$ cat config.mk
export PLATFORM = sky130hd
export DESIGN_NAME = cau_fifo
export DESIGN_NICKNAME = d
export VERILOG_FILES = /design/src/hdl/cau_fifo.sv
export SDC_FILE = /design/constraint.sdc
export NUM_CORES = 1
export LEC_CHECK = 0
export BUFFER_PORTS_ARGS = -buffer_cell sky130_fd_sc_hd__clkbuf_2
export CAP_MARGIN = 20
export CORE_ASPECT_RATIO = 1.2
export CORE_MARGIN = 2
export CORE_UTILIZATION = 45
export CTS_CLUSTER_SIZE = 12
export DETAILED_ROUTE_END_ITERATION = 7
export SLEW_MARGIN = 20
export SYNTH_ARGS = -nofsm -noshare
export SYNTH_HDL_FRONTEND = slang
export SYNTH_SLANG_ARGS = --single-unit
$ cat constraint.sdc
create_clock -name i_clk -period 3.6 [get_ports i_clk]
set_clock_uncertainty 0.1 [all_clocks]
set_input_delay 0.36 -clock i_clk [delete_from_list [all_inputs] [get_ports i_clk]]
set_output_delay 0.36 -clock i_clk [all_outputs]
set_load 0.1 [all_outputs]
$ cat src/hdl/cau_fifo.sv
// short register queue between front and back end
`default_nettype none
module cau_fifo #(
    parameter int WIDTH = 8,
    parameter int DEPTH = 4
) (
    input  wire logic             i_clk,
    input  wire logic             i_rst_n,
    input  wire logic             i_valid,
    output logic                  o_ready,
    input  wire logic [WIDTH-1:0] i_data,
    output logic                  o_valid,
    input  wire logic             i_ready,
    output logic [WIDTH-1:0]      o_data
);
    localparam int AW = (DEPTH > 1) ? $clog2(DEPTH) : 1;
    localparam int CW = $clog2(DEPTH + 1);

    logic [WIDTH-1:0] r_mem [DEPTH];
    logic [AW-1:0]    r_wr, r_rd;
    logic [CW-1:0]    r_cnt;
    logic             push, pop;

    assign o_ready = (r_cnt != CW'(DEPTH));
    assign o_valid = (r_cnt != '0);
    assign o_data  = r_mem[r_rd];
    assign push    = i_valid && o_ready;
    assign pop     = o_valid && i_ready;

    always_ff @(posedge i_clk) begin
        if (!i_rst_n) begin
            r_wr  <= '0;
            r_rd  <= '0;
            r_cnt <= '0;
        end else begin
            if (push) begin
                r_wr <= (r_wr == AW'(DEPTH - 1)) ? '0 : r_wr + 1'b1;
            end
            if (pop) begin
                r_rd <= (r_rd == AW'(DEPTH - 1)) ? '0 : r_rd + 1'b1;
            end
            r_cnt <= r_cnt + CW'(push) - CW'(pop);
        end
        if (push) begin
            r_mem[r_wr] <= i_data;
        end
    end

endmodule
`default_nettype wire

# Yosys cells after proc, flatten, opt, wreduce, memory -nomap -nowiden
# Memories as Yosys holds them, arrays and structs flattened. A register that Yosys moved wholly into a read port is not among the register bits.
# Index checks and enable logic that the tools add are counted.
# op_classes
add_sub_neg	4
n_eq_ne	3
muxes	6
n_reduce_logical	3
# ops
op	count
2-to-1 mux 2 bit	4
adder 2 x 1 -> 2 bit (second input constant)	2
== test 2 bit (second input constant)	2
adder 3 x 1 -> 3 bit	1
!= test 3 bit (second input constant)	1
nonzero test 3 bit	1
subtractor 3 x 1 -> 3 bit	1
logical AND 1 bit	2
2-to-1 mux 1 bit	2
# word_totals
register_bits	7
ram_bits	32
in_bits	12
elab_cells	20
mem_count	1
# memory_table
memory	words	word_bits	rd	rd_ports_with_merged_regs	wr	line	rtl
r_mem	4	8	1	1	1	19	logic [WIDTH-1:0] r_mem [DEPTH];

# Longest topological paths before layout
# depth
ltp_word	4
depth_mapped	12
mapped_depth_nobuf	11

# Worst setup path after synthesis
# Ideal clock, no wire load.
# synth_path
path_kind	register -> register
from	register r_cnt[1]
to	register r_cnt[2]
t_arrival_ps	2343
path_slack_ps	1042
path_stages_with_launch	13
path_buffers	1
cell_sequence	dfxtp_1 -> or3b_1 -> buf_6 -> and2_4 -> inv_1 -> ha_1 -> inv_1 -> ha_1 -> inv_1 -> fa_1 -> xnor2_1 -> xnor2_1 -> and2_1
# synth_via
elab_chain_len	4
word_cells_on_any_way	6
cone_classes	add/sub (2); eq/ne (1); reduce/logical (3)
# synth_rtl
element	line	rtl
start: declaration	21	logic [CW-1:0] r_cnt;
start signal: assignment	42	r_cnt <= r_cnt + CW'(push) - CW'(pop);
!= test 3 bit	24	assign o_ready = (r_cnt != CW'(DEPTH));
net o_ready	10	output logic o_ready,
logical AND 1 bit	27	assign push = i_valid && o_ready;
adder 3 x 1 -> 3 bit	42	
subtractor 3 x 1 -> 3 bit	42	
# The timed path passes the listed nets, and every way through them passes these cells.
# A chain may end at the register's enable or synchronous reset.

# Worst setup path after layout
# layout_path
from	register r_cnt[1]
to	register r_cnt[2]
# layout_via
elab_chain_len	4
word_cells_on_any_way	6
cone_classes	add/sub (2); eq/ne (1); reduce/logical (3)
# layout_rtl
element	line
!= test 3 bit	24
logical AND 1 bit	27
adder 3 x 1 -> 3 bit	42
subtractor 3 x 1 -> 3 bit *	42
# Every way passes the cells marked *; elsewhere a longest branch is shown, timed or not.

==> results_dict.tcl <==
set metrics [dict create \
    grt_pass1_vias 846 \
    crit_slowest_cell "or3b_1" \
    synth.distinct_cells 26 \
    syn_area_per_cell_um2 17.44 \
    arrival_ns 2.64 \
    ios 22 \
    cts_root_buf "clkbuf_8" \
    grt_max_degree 13 \
    viasPerCell 5.120 \
    seq_area_frac_synth 0.6962 \
    power_density_nw_per_um2 859.3 \
    cts_tree "done" \
    grt.total_usage 0.1331 \
    period_needed_ns 2.554 \
    hold_violations 0 \
    synth_area_um2 1639 \
    start_util 0.4587 \
    slew_violations 0 \
    wl_per_cell_um 15.46 \
    die_w_um 59.10 \
    ys_warn_count 0 \
    setup-tns-final_ns 0 \
    die_h_um 70.11 \
    overflow 0 \
    synth_cells 94 \
    cp_cell_sequence "or3b_1, and2_4, inv_1, ha_1, inv_1, ha_1, inv_1, fa_1, xnor2_1, xnor2_1, and2_1" \
    drtIter0Drc 19 \
    rrSetupSlack_ns 1.05 \
    postCtsSetupBuffers 0 \
    setup_viol 0 \
    outcome "finished clean" \
    ctsHoldBuffers 0 \
    antenna_found_initial 0 \
    htree_levels 2 \
    max_freq_ghz 0.3916 \
    place.gp.congestion 0.7419 \
    critPathKind "reg -> reg" \
    syn2layout_area_growth_pct 14.43 \
    drv_cap 0 \
    cts_resized 0 \
    fillerInstances 285 \
    nNetsFinal 138 \
    cp_max_fo 7 \
    timing.slew.headroom 0.6259 \
    final_cells 158 \
    drc 0 \
    synth_compound_area_frac 0.01374 \
    synth_top_family_by_area "multiplexers" \
    syn-num-nets 114 \
    fp-row-count 24 \
    min_period_over_period 0.7094 \
    endpoint_kind "register" \
    synth-seq-cells 41 \
    synth_mux_area_frac 0.1160 \
    path_common_cell "inv_1" \
    worst_pin_slew_ns 0.5604 \
    yosys.area_share.xor_xnor 0.01069 \
    grt_setup_unrepaired "no" \
    synth_fa_ha_area_frac 0.06565 \
    drive_gt1_frac 0.3277 \
    dpl.cell_count 150 \
    wl_um 2442 \
    critical_path.max_stage_delay_ns 0.50 \
    ir_worst_vdd_v 0.0004750 \
    numCtsBuffers 5 \
    vias 809 \
    synthSimpleGateAreaFrac 0.06947 \
    die-area_um2 4143 \
    crit_required_ns 3.68 \
    diodes 0 \
    cts_sinks 41 \
    core_um2 3573 \
    p_leak_nw 0.7061 \
    clk_pin_slew_ns 0.07 \
    hold_path_class "in -> reg" \
    grt_pass1_wl_um 3946 \
    portBuffers 21 \
    drt-pass1-iter-count 4 \
    antenna_left 0 \
    hpwl_um 1711 \
    clk_path_buf_depth 2 \
    insertion_delay_ns 0.28 \
    startpoint_type "register" \
]
[per-stage QoR]
stage	hold slack, ns	cell area (um^2)	setup slack (ns)	power (W)	utilization
global placement	0.3966	1769	1.115	0.001270	0.4951
detailed placement	0.4017	1769	1.020	0.001282	0.4951
CTS	0.1883	1876	1.022	0.001630	0.5249
global route	0.1815	1876	0.9200	0.001686	0.5249
finish	0.1924	1876	1.046	0.001612	0.5249
floorplan	0.3589	1639	1.042	0.001190	-
[report_power, final]
| group | internal (W) | total, W | switching, W |
|---|---|---|---|
| Sequential | 0.000579 | 0.000635 | 0.0000561 |
| Clock | 0.000205 | 0.000349 | 0.000144 |
| Combinational | 0.000155 | 0.000628 | 0.000473 |
| Total | 0.000939 | 0.00161 | 0.000673 |
[cell usage after synthesis, drive strengths merged]
cell    instances  area [um^2]
nor2            2        7.510
mux4            8        180.2
clkbuf          1        3.750
or3             1        7.510
edfxtp         32        960.9
mux2i           1        10.01
dfxtp           9        180.2
nand3           2        10.01
and3            4        27.52
and2            3        21.27
xnor2           2        17.52
ha              7        87.58
nor2b           1        6.260
o21ai           3        15.01
o31ai           1        7.510
nand2           5        18.77
inv             6        22.52
buf             3        20.01
nand4           1        6.260
or3b            1        8.760
fa              1        20.02
[routing by layer]
layer	wire (um)	vias up	part of all wire	GRT usage
li1	-	399	-	-
met1	1014	387	0.42	0.1439
met2	1316	19	0.54	0.2383
met3	84	4	0.034	0.04630
met4	27	0	0.011	0.03788
met5	0	-	0	0
[final cells by class]
type                            instances  area, um^2  area share
Timing Repair Buffer                   21       105.1     0.05604
Inverter                                6       22.52     0.01201
Multi-Input combinational cell         43       451.7      0.2408
Sequential cell                        41        1141      0.6084
Tap cell                               39       48.80     0.02602
Clock buffer                            6       72.57     0.03869
Clock inverter                          2       33.78     0.01801
[cells by family after synthesis]
group,after synthesis
flip-flops,41
buffers and inverters,10
AND/OR/NAND/NOR,20
XOR/XNOR,2
adder cells (fa/ha/maj),8
multiplexers,9
AO/OA/AOI/OAI,4
[critical path: cells and delay by family, from the launching register on]
kind,cells,cell delay [ns]
buffers and inverters,3,0.15
xor gates and xnor gates,2,0.28
adders and majority gates,3,0.70
and+or+nand+nor,3,0.87
DFF,1,0.36
[registers in the layout, indices dropped and copies added (netlist names), named ones only]
name,count
r_cnt,3
r_mem,32
r_rd,2
r_wr,2
[layout by cell type, fill, tap and decap left out]
master,instances
clkbuf_1,1
xnor2_1,2
ha_1,7
and3_2,2
clkbuf_2,21
nand2_1,5
o21ai_1,1
dfxtp_1,9
or3b_1,1
o31ai_1,1
bufinv_16,1
fa_1,1
nand4_1,1
mux4_2,8
inv_1,6
nor2b_1,1
clkinv_1,1
and2_4,1
nor2_1,2
mux2i_1,1
nand3_1,2
and2_1,2
and3_1,2
edfxtp_1,32
or3_2,1
clkbuf_8,5
o21ai_0,2
[final timing paths]
path | start | endpoint | cells after the start
hold reg to reg | r_wr[1] | r_wr[1] | 2
setup / recovery | r_cnt[1] | r_cnt[2] | 11
hold / removal | i_data[7] | r_mem[0][7] | 1
setup reg to reg | r_cnt[1] | r_cnt[2] | 11
(Power assumes the default switching activity.)
