**src/hdl/cau_pkg.sv**
```systemverilog
// shared command and status codes for the complex arithmetic unit
`default_nettype none
package cau_pkg;

    localparam int CMD_W    = 3;
    localparam int STATUS_W = 2;

    typedef enum logic [CMD_W-1:0] {
        CMD_ADD = 3'd0,
        CMD_SUB = 3'd1,
        CMD_MUL = 3'd2,
        CMD_DIV = 3'd3,
        CMD_EQ  = 3'd4,
        CMD_NE  = 3'd5
    } t_cmd;

    localparam logic [STATUS_W-1:0] ST_OK   = 2'd0;
    localparam logic [STATUS_W-1:0] ST_SAT  = 2'd1;
    localparam logic [STATUS_W-1:0] ST_DIV0 = 2'd2;

endpackage
`default_nettype wire

```
**src/hdl/cau_front.sv**
```systemverilog
// front end: takes input transfers, works out comparisons and the zero divisor flag
`default_nettype none
module cau_front
    import cau_pkg::*;
#(
    parameter int DATA_WIDTH = 16
) (
    input  wire logic                              i_clk,
    input  wire logic                              i_rst_n,
    input  wire logic                              i_valid,
    output logic                                   o_ready,
    input  wire logic [CMD_W+4*DATA_WIDTH-1:0]     i_data,
    output logic                                   o_valid,
    input  wire logic                              i_ready,
    // {b_zero, cmp, b_im, b_re, a_im, a_re, command}
    output logic [CMD_W+4*DATA_WIDTH+1:0]          o_data
);
    localparam int W = DATA_WIDTH;

    logic                        r_valid;
    logic [CMD_W+4*W+1:0]        r_data;
    logic [CMD_W-1:0]            cmd;
    logic [W-1:0]                a_re, a_im, b_re, b_im;
    logic                        same;
    logic                        cmp;
    logic                        b_zero;

    assign cmd  = i_data[CMD_W-1:0];
    assign a_re = i_data[CMD_W+:W];
    assign a_im = i_data[CMD_W+W+:W];
    assign b_re = i_data[CMD_W+2*W+:W];
    assign b_im = i_data[CMD_W+3*W+:W];

    always_comb begin
        same   = (a_re == b_re) && (a_im == b_im);
        b_zero = (b_re == '0) && (b_im == '0);
        case (cmd)
            CMD_EQ:  cmp = same;
            CMD_NE:  cmp = !same;
            default: cmp = 1'b0;
        endcase
    end

    assign o_ready = !r_valid || i_ready;
    assign o_valid = r_valid;
    assign o_data  = r_data;

    always_ff @(posedge i_clk) begin
        if (!i_rst_n) begin
            r_valid <= 1'b0;
        end else if (o_ready) begin
            r_valid <= i_valid;
        end
        if (o_ready && i_valid) begin
            r_data <= {b_zero, cmp, i_data};
        end
    end

endmodule
`default_nettype wire

```
**config.mk**
```make
export PLATFORM = sky130hd
export DESIGN_NAME = cau_front
export DESIGN_NICKNAME = d
export VERILOG_FILES = /design/src/hdl/cau_pkg.sv /design/src/hdl/cau_front.sv
export SDC_FILE = /design/constraint.sdc
export NUM_CORES = 1
export LEC_CHECK = 0
export ABC_AREA = 0
export BUFFER_PORTS_ARGS = -buffer_cell sky130_fd_sc_hd__buf_4
export CORE_MARGIN = 2
export CORE_UTILIZATION = 25
export DETAILED_ROUTE_END_ITERATION = 8
export PLACE_DENSITY = 0.53
export SYNTH_ARGS = -nofsm -noshare
export SYNTH_HDL_FRONTEND = slang
export SYNTH_SLANG_ARGS = --single-unit
```
**constraint.sdc**
```tcl
create_clock -name i_clk -period 2.3 [get_ports i_clk]
set_input_delay 0.345 -clock i_clk [delete_from_list [all_inputs] [get_ports i_clk]]
set_output_delay 0.345 -clock i_clk [all_outputs]
set_load 0.01 [all_outputs]
```
Word level (Yosys, flattened, before mapping)
Cells that the tools add are included.
Widths: inputs -> output; s select.
{"block": "classes", "eq_ne": 4, "mux": 1, "reduce_logical": 8}
{"cell": "$eq 16x16->1", "n": 2}
{"cell": "$logic_not 16->1", "n": 2}
{"cell": "$eq 3x3->1 const B", "n": 2}
{"cell": "$logic_and 1x1->1", "n": 3}
{"cell": "$logic_not 1->1", "n": 2}
{"cell": "$pmux 1 s2", "n": 1}
{"cell": "$logic_or 1x1->1", "n": 1}
{"block": "totals", "regBits": 70, "in_bits": 71, "output_inout_bits": 71}

Depth between registers and ports, before layout
{"block": "logic_depth", "ltp_word": 4, "depth_mapped": 5, "ltp_nobuf": 5}

Least setup slack after synthesis
OpenSTA, ideal clock, no wires.
{"block": "synth_timing", "path_kind": "input to register", "start": "input port i_ready", "end": "register r_data[0], in the netlist o_data[0], enable pin", "setup_time_ns": 0.435, "t_arrival_ns": 2.172, "setup_slack_ns": -0.306, "path_stages": 2, "path_buffers": 0, "path_cell_list": "nand2b_1 -> and2_1"}
{"block": "synth_between", "elab_chain_len": 2}
{"element": "start, declared", "line_no": "cau_front.sv:14", "source": "input wire logic i_ready,"}
{"element": "$logic_or 1x1->1", "line_no": "cau_front.sv:44", "source": "assign o_ready = !r_valid || i_ready;"}
{"element": "$logic_and 1x1->1", "line_no": "cau_front.sv:54", "source": "if (o_ready && i_valid) begin"}
{"element": "end signal, assigned", "line_no": "cau_front.sv:55", "source": "r_data <= {b_zero, cmp, i_data};"}
{"element": "end, declared", "line_no": "cau_front.sv:21", "source": "logic [CMD_W+4*W+1:0] r_data;"}
Every way passes these cells.
A chain may end at the register's enable or synchronous reset.

Worst setup path in the final report
{"block": "layout_timing", "start": "input port i_data[20]", "end": "register r_data[67], in the netlist o_data[67] (data pin)"}
{"block": "layout_between", "elab_chain_len": 4}
{"element": "start, declared", "line_no": "cau_front.sv:12", "source": "input wire logic [CMD_W+4*DATA_WIDTH-1:0] i_data,"}
{"element": "$eq 16x16->1 *", "line_no": "cau_front.sv:35", "source": "same = (a_re == b_re) && (a_im == b_im);"}
{"element": "$logic_and 1x1->1 *", "line_no": "cau_front.sv:35"}
{"element": "$logic_not 1->1", "line_no": "cau_front.sv:39", "source": "CMD_NE: cmp = !same;"}
{"element": "$pmux 1 s2 *", "line_no": "cau_front.sv:37", "source": "case (cmd)"}
{"element": "named net cmp", "line_no": "cau_front.sv:25", "source": "logic cmp;"}
Mark *: on every way through the listed nets, which the timed path passes. The rest lies on a longest branch.

==> results.json <==
{
  "pre_cts_slack_ns": 0.355,
  "setup_viol_count_final": 0,
  "dieArea_sq_um": 11100,
  "ys_seq_elements": 70,
  "synth.area.mux_share_pct": 0,
  "synth_area_leader_cell": "edfxtp_1",
  "synthArstFlopShare_pct": 0,
  "max_stage_delay_ns": 0.51,
  "drive_above_1_share_pct": 55.2,
  "cts_tree": "done",
  "multi_input_area_sq_um": 478,
  "ir_worst_vdd_mv": 0.292,
  "start_util_pct": 25.3,
  "rsz0062_at_grt": "no",
  "crit_type": "primary input to flip-flop",
  "worstMarginPinSlew_ns": 0.642,
  "grt_pass1_vias": 1768,
  "syn_to_final_growth_pct": 54.6,
  "finClkSkew_ns": 0.00994,
  "slowest_stage": "nor4_1",
  "grt_max_degree": 43,
  "relSlewSlack_pct": 56.8,
  "crit_buf_inv": 1,
  "fin_crit_sh_pct": 70.1,
  "max_freq_mhz": 620,
  "finalSetupTns_ns": 0,
  "ys_seq_area_share_pct": 81.1,
  "synth_top_area_share_pct": 80.3,
  "numCtsBuffers": 9,
  "drc_errors": 0,
  "core.rowCount": 37,
  "seq_area_sq_um": 2090,
  "wire_per_inst_um": 16.3,
  "ant_nets": 0,
  "cp_top_family": "simple AND/OR/NAND/NOR gates",
  "clk_pin_slew_ns": 0.07,
  "yosys.area_share.simple_pct": 6.65,
  "cap_viol_max_count": 0,
  "routed-via-count": 1717,
  "post_cts_buffers": 0,
  "worstSetupEndpointType": "flip-flop",
  "ys_warn_count": 0,
  "synth.net_count": 203,
  "synth_edf_count": 69,
  "hold_path.class": "primary input to flip-flop",
  "diodes": 0,
  "drt_wl_total_mm": 6.95,
  "synthAdderAreaFrac_pct": 0,
  "rrSetupSlack_ns": 0.81,
  "drv_slew": 0,
  "netlist_top_cells_area": "edfxtp_1 (80%), xor2_1 (11%), nor4_1 (2.9%)",
  "cp.required_ns": 2.37,
  "yosysMostFrequentCell": "edfxtp_1",
  "ctsResizeCount": 0,
  "clk_latency_ns": 0.33,
  "timing.final.ws_setup_ns": 0.688,
  "syn_area_sq_um": 2580,
  "critPathLaunchType": "primary input",
  "power.density_nw_per_um2": 682,
  "fin_nets": 356,
  "synth_common_cells": "edfxtp_1 (69), xor2_1 (32), nor4_1 (12), nand4_1 (4), nor4_2 (4)",
  "n_fill_cell": 989,
  "io_buffers": 141,
  "period_needed_ns": 1.61,
  "avgViaCountPerCell": 4.03,
  "ctsRootBufferMaster": "clkbuf_8",
  "synthFlopType": "edfxtp_1",
  "grt_overflow_total": 0,
  "synthDistinctLibCells": 14,
  "syn_area_per_cell_sq_um": 19.5,
  "grt_use_total_pct": 12.6,
  "clockBufferDepth": 2,
  "place_congestion": 0.750,
  "holdBufCountCts": 0,
  "grt_pass1_wl_mm": 10.3,
  "synth_top_family_by_area": "XOR/XNOR gates",
  "crit_chain": "buf_4, xor2_1, nor4_1, nand4_1, o2111ai_1, o31ai_1",
  "core-area_sq_um": 10200,
  "arrival_ns": 1.68,
  "finalHoldViolations": 0,
  "fp.dieH_um": 106,
  "p_leak_uw": 0.00162,
  "antenna_found_initial": 0,
  "status": "finished clean",
  "synth_xor_area_share_pct": 10.9,
  "drt_iter0_markers": 42,
  "die_w_um": 106,
  "ios": 142,
  "clock-sinks": 70,
  "drt-pass1-iter-count": 4,
  "synth-compound-area-share_pct": 0.922,
  "htreeDepth": 3,
  "crit_path_max_fanout": 2,
  "dp_hpwl_mm": 5.40,
  "syn_inst": 132
}
registers in the layout (all words and copies together), names as in the netlist:
register and count:
o_data 69, o_valid 1
metrics by stage:
step / utilization, % / hold slack (ns) / power [uW] / instances / area, sq um
6_report: 39.2 / 0.196 / 2720 / 426 / 3990
4_1_cts: 39.2 / 0.174 / 2760 / 426 / 3990
3_3_place_gp: 37.6 / 0.526 / 1920 / 410 / 3830
5_1_grt: 39.2 / 0.166 / 2860 / 426 / 3990
2_1_floorplan: - / 0.444 / 1650 / 132 / 2580
3_5_place_dp: 37.6 / 0.540 / 1930 / 410 / 3830
worst paths after layout:
check,startpoint,to,depth (start not counted)
min,i_data[7],o_data[7]$_DFFE_PP_,1
min reg2reg,o_valid$_SDFFE_PN0N_,o_valid$_SDFFE_PN0N_,2
max reg2reg,o_valid$_SDFFE_PN0N_,o_data[29]$_DFFE_PP_,3
max,i_data[20],o_data[67]$_DFFE_PP_,6
kinds of logic after synthesis:
kind of cell,Yosys count
flip-flops,70
XOR/XNOR,32
AND/OR/NAND/NOR,24
buffers and inverters,3
AO/OA/AOI/OAI,3
per-layer routing:
layer | vias to the layer above | wire length [um] | track usage [%]
met3 | 7 | 573 | 5.75
met1 | 805 | 2960 | 15.4
met4 | 0 | 71 | 3.67
met2 | 83 | 3340 | 20.0
met5 | - | 0 | 0
li1 | 822 | - | -
placed cells by master, fill, tap and decap left out:
cell and instances:
buf_4 141, nor4_2 4, nand2b_1 1, clkbuf_1 2, dfxtp_1 1, nor4_1 12, edfxtp_1 69, clkinv_1 1
buf_12 1, o31ai_1 1, nand3_1 1, o2111ai_1 1, a21boi_0 1, clkbuf_8 9, clkinvlp_4 1, inv_1 3
and2_4 1, xor2_1 32, nand4_1 4, nor2_1 1, clkinv_2 3
report_power, final:
group	switching [uW]	internal (uW)	leakage, uW	total (uW)
Sequential	19.3	1490	0.000676	1510
Combinational	184	196	0.000862	380
Clock	449	383	0.0000805	832
cell type report:
type	instances	area share, %
flip-flops and latches	70	52.5
repair buffers	142	27.0
multi-input cells	59	12.0
well taps	136	4.27
clock buffers	11	3.29
clock inverters	5	0.659
inverters	3	0.282
Note: power is estimated with default switching activity, not from simulation.
